### src/hw/rtl/teqd_ram.sv
// teqd_ram: generic single-port-write, single-port-read ram, registered read
// no dependencies
module teqd_ram #(
    parameter int WIDTH = 8,
    parameter int DEPTH = 16
) (
    input  logic                     i_clk,
    input  logic                     i_we,
    input  logic [$clog2(DEPTH)-1:0] i_waddr,
    input  logic [WIDTH-1:0]         i_wdata,
    input  logic [$clog2(DEPTH)-1:0] i_raddr,
    output logic [WIDTH-1:0]         o_rdata
);
    logic [WIDTH-1:0] r_mem [DEPTH];
    logic [WIDTH-1:0] r_rdata;

    always_ff @(posedge i_clk) begin
        if (i_we) begin
            r_mem[i_waddr] <= i_wdata;
        end
        r_rdata <= r_mem[i_raddr];
    end
    assign o_rdata = r_rdata;
endmodule

### config.mk
export PLATFORM = sky130hd
export DESIGN_NAME = teqd_ram
export DESIGN_NICKNAME = d
export VERILOG_FILES = /design/src/hw/rtl/teqd_ram.sv
export SDC_FILE = /design/constraint.sdc
export NUM_CORES = 1
export LEC_CHECK = 0
export BUFFER_PORTS_ARGS = -buffer_cell sky130_fd_sc_hd__buf_2
export CAP_MARGIN = 20
export CORE_MARGIN = 2
export CORE_UTILIZATION = 55
export CTS_BUF_LIST = sky130_fd_sc_hd__clkbuf_2 sky130_fd_sc_hd__clkbuf_4 sky130_fd_sc_hd__clkbuf_8
export DETAILED_ROUTE_END_ITERATION = 10
export PLACE_DENSITY = 0.73
export RECOVER_POWER = 50
export REMOVE_ABC_BUFFERS = 1
export SETUP_SLACK_MARGIN = 0.15
export SLEW_MARGIN = 0
export SYNTH_ARGS = -nofsm -noshare
export SYNTH_HDL_FRONTEND = slang
export SYNTH_SLANG_ARGS = --single-unit
### constraint.sdc
create_clock -name i_clk -period 3.7 [get_ports i_clk]
set_input_delay 0.37 -clock i_clk [delete_from_list [all_inputs] [get_ports i_clk]]
set_output_delay 0.37 -clock i_clk [all_outputs]
set_load 0.05 [all_outputs]
==> impl_metrics.csv <==
group,metric,value,unit
clock_tree,postCtsHoldBufs,0,
synthesis,synthDistinctLibCells,19,
detailed_routing,wl_per_cell,23.29,um
pwr,power_frac_seq,0.563,
setup_path,criticalPathCategory,"in2reg",
synthesis,synth_top_cells_by_area,"edfxtp_1 (75%), mux4_2 (7.9%), mux4_1 (7.1%), dfxtp_1 (3.1%), a22oi_1 (2.3%)",
detailed_routing,dr_total_vias,2328,
pwr,p_clk_frac,0.378,
sta,timing.hold.ws,0.4479,ns
cells_and_area,drive_above_1_share,0.2527,
placed_design,io_buffers,25,
die,die-area,10150,sq um
die,io_pins,26,
setup_path,crit_chain,"buf_2 > buf_4 > mux4_1 > a22oi_1 > nand2_1",
global_routing,grt_pass1_wl,14080,um
synthesis,yosysTopAreaCell,"edfxtp_1",
detailed_routing,wirelength,9131,um
global_routing,grt_usage,0.2032,
clock_tree,htree_num_levels,4,
clock_tree,cts_buffer_depth,2,
clock_tree,cts_tree,"yes",
setup_path,critPathBufInv,2,
sta,finalHoldViolCount,0,
placed_design,placedCellCount,360,
setup_path,slowest_delay,0.59,ns
die,start_util,0.5624,
placed_design,hpwl,5634,um
sta,slew_headroom,0.3792,
setup_path,critPathMaxFanout,17,
die,die_y,100.7,um
cells_and_area,fin_nets,286,
detailed_routing,routed_via_density,5.939,
clock_tree,cts_resized,0,
die,rows,35,
sta,worstMarginPinSlew,0.9262,ns
clock_tree,cts_buffers,17,
synthesis,yosysWarnings,0,
synthesis,synthesis.area,5147,sq um
detailed_routing,drcViolationCount,0,
sta,drv_slew,0,
clock_tree,insertion_delay,0.43,ns
synthesis,syn_area_per_cell,22.48,sq um
setup_path,slowest_stage,"mux4_1",
placed_design,finalWeightedCongestion,0.7237,
synthesis,synth_top_area_frac,0.7467,
sta,setup_tns,0,ns
global_routing,grt_pass1_vias,2460,
synthesis,synthCells,229,
sta,fmax,559.7,MHz
pwr,p_int,0.002381,W
setup_path,cp_data_required_time,4.01,ns
pwr,power_density,535.4,nW/um^2
die,dieWidth,100.7,um
setup_path,arrival,2.10,ns
clock_tree,cts_root_buf,"clkbuf_8",
sta,rsz0062_at_grt,"false",
global_routing,antenna_found_initial,0,
synthesis,ys_ff_latch,136,
clock_tree,clock-sinks,136,
setup_path,crit_family,"buffers and inverters",
pwr,p_leak,1.878,nW
cells_and_area,areaGrowthSynthToFinish,11.50,%
detailed_routing,route.met3.wl,758,um
pwr,ir_drop,0.4017,mV
global_routing,grt_max_degree,33,
detailed_routing,routed-wl-met2,4437,um
cells_and_area,fin_cells,392,
clock_tree,clkTransAtPathRegs,0.08,ns
die,coreArea,9153,sq um
pwr,p_comb_frac,0.059,
sta,setup_viol,0,
detailed_routing,wl_met1,3844,um
cells_and_area,antennaDiodeCount,0,
detailed_routing,drt_iter0_drc,137,
sta,fin_skew,0.01154,ns
setup_path,cp-start-kind,"input pin",
flow_run,max_cap_viol_count,0,
clock_tree,post_cts_buffers,0,
detailed_routing,dr.max_layer_used,"met4",
pwr,swShare,0.2252,
detailed_routing,firstDrtPassIters,4,
synthesis,ys_seq_area_frac,0.7778,
global_routing,overflow,0,
detailed_routing,ant_nets,0,
sta,finalCriticalPeriod,1.787,ns
sta,period_share,0.4829,
setup_path,cp-end-kind,"register",
pwr,power_switching,0.0006921,W
min_path,hold_path.class,"in2reg",
outcome,status,"completed",
## sequential cells by signal, summed over array words and instances (netlist names)
| register | flops |
|---|---|
| o_rdata | 8 |
| r_mem | 128 |
## path summary, 6_finish.rpt
| kind | start | depth (start not counted) | slack (ns) | endpoint |
|---|---|---|---|---|
| max | i_raddr[0] | 5 | 1.91 | o_rdata[2]$_DFF_P_ |
| min | i_waddr[0] | 2 | 0.45 | r_mem[4][3]$_DFFE_PP_ |
| max reg2reg | r_mem[2][2]$_DFFE_PP_ | 3 | 2.33 | o_rdata[2]$_DFF_P_ |
| min reg2reg | r_mem[14][1]$_DFFE_PP_ | 3 | 0.68 | o_rdata[1]$_DFF_P_ |
## worst reg2reg max path, cell delays in order, from the launching register on
cell	delay [ns]
edfxtp_1	0.38
mux4_1	0.52
a22oi_1	0.28
nand2_1	0.08
## per-stage QoR
stage	util	area, sq um	total power (W)	worst slack (ns)
after floorplan	-	5061	0.001867	1.837
after global placement	0.5865	5368	0.001945	1.495
after detailed placement	0.5865	5368	0.001950	1.453
after CTS	0.6287	5754	0.003092	1.904
after global routing	0.6271	5739	0.003172	1.825
final	0.6271	5739	0.003073	1.913
## synth_stat cells
| cell | instances |
|---|---|
| buf_2 | 3 |
| and2b_1 | 1 |
| nand3b_1 | 2 |
| or3b_2 | 1 |
| buf_6 | 3 |
| edfxtp_1 | 128 |
| nor2b_1 | 1 |
| clkdlybuf4s25_2 | 3 |
| nor3_1 | 4 |
| a22oi_1 | 16 |
| nand2b_1 | 2 |
| nor2_1 | 13 |
| mux4_1 | 14 |
| nand2_1 | 9 |
| mux4_2 | 18 |
| and2_1 | 1 |
| nand3_1 | 1 |
| dfxtp_1 | 8 |
| buf_4 | 1 |
## cell families (layout without fill, tap and decap cells)
family | count (synthesis) | after routing | share of synthesized area
AO/OA/AOI/OAI | 16 | 16 | 0.02334
buffers and inverters | 10 | 62 | 0.01677
flip-flops | 136 | 136 | 0.7778
multiplexers | 32 | 32 | 0.1502
AND/OR/NAND/NOR | 35 | 35 | 0.03184
## area by class of cell
cell class / instances / area (sq um)
clock buffers: 17 / 234.0
clock inverters: 15 / 152.6
fillers: 642 / 3413
multi-input cells: 83 / 1062
flip-flops and latches: 136 / 4004
well taps: 111 / 138.9
repair buffers: 30 / 147.6
## cells in the final DEF, fill, tap and decap left out, drive strengths merged
| cell | synthesis | layout |
|---|---|---|
| edfxtp | 128 | 128 |
| mux4 | 32 | 32 |
| clkbuf | 0 | 27 |
| buf | 7 | 20 |
| a22oi | 16 | 16 |
| nor2 | 13 | 13 |
| nand2 | 9 | 9 |
| dfxtp | 8 | 8 |
| clkinv | 0 | 7 |
| clkinvlp | 0 | 4 |
| nor3 | 4 | 4 |
| nand3b | 2 | 2 |
| nand2b | 2 | 2 |
| inv | 0 | 2 |
| bufinv | 0 | 2 |
| nor2b | 1 | 1 |
| and2 | 1 | 1 |
| and2b | 1 | 1 |
| nand3 | 1 | 1 |
| or3b | 1 | 1 |
## power by group through the flow
stage               Clock [W]  Combinational [W]  Sequential, W
global placement            0           0.000181        0.00176
floorplan                   0          0.0000690        0.00180
global route          0.00124           0.000196        0.00173
CTS                   0.00118           0.000185        0.00173
finish                0.00116           0.000181        0.00173
detailed placement          0           0.000185        0.00177
## routing by layer
layer,up-vias,track usage
met2,101,0.3118
met5,-,0
met3,7,0.05964
met4,0,0.06955
li1,1049,-
met1,1171,0.2846
(Power assumes the default switching activity.)
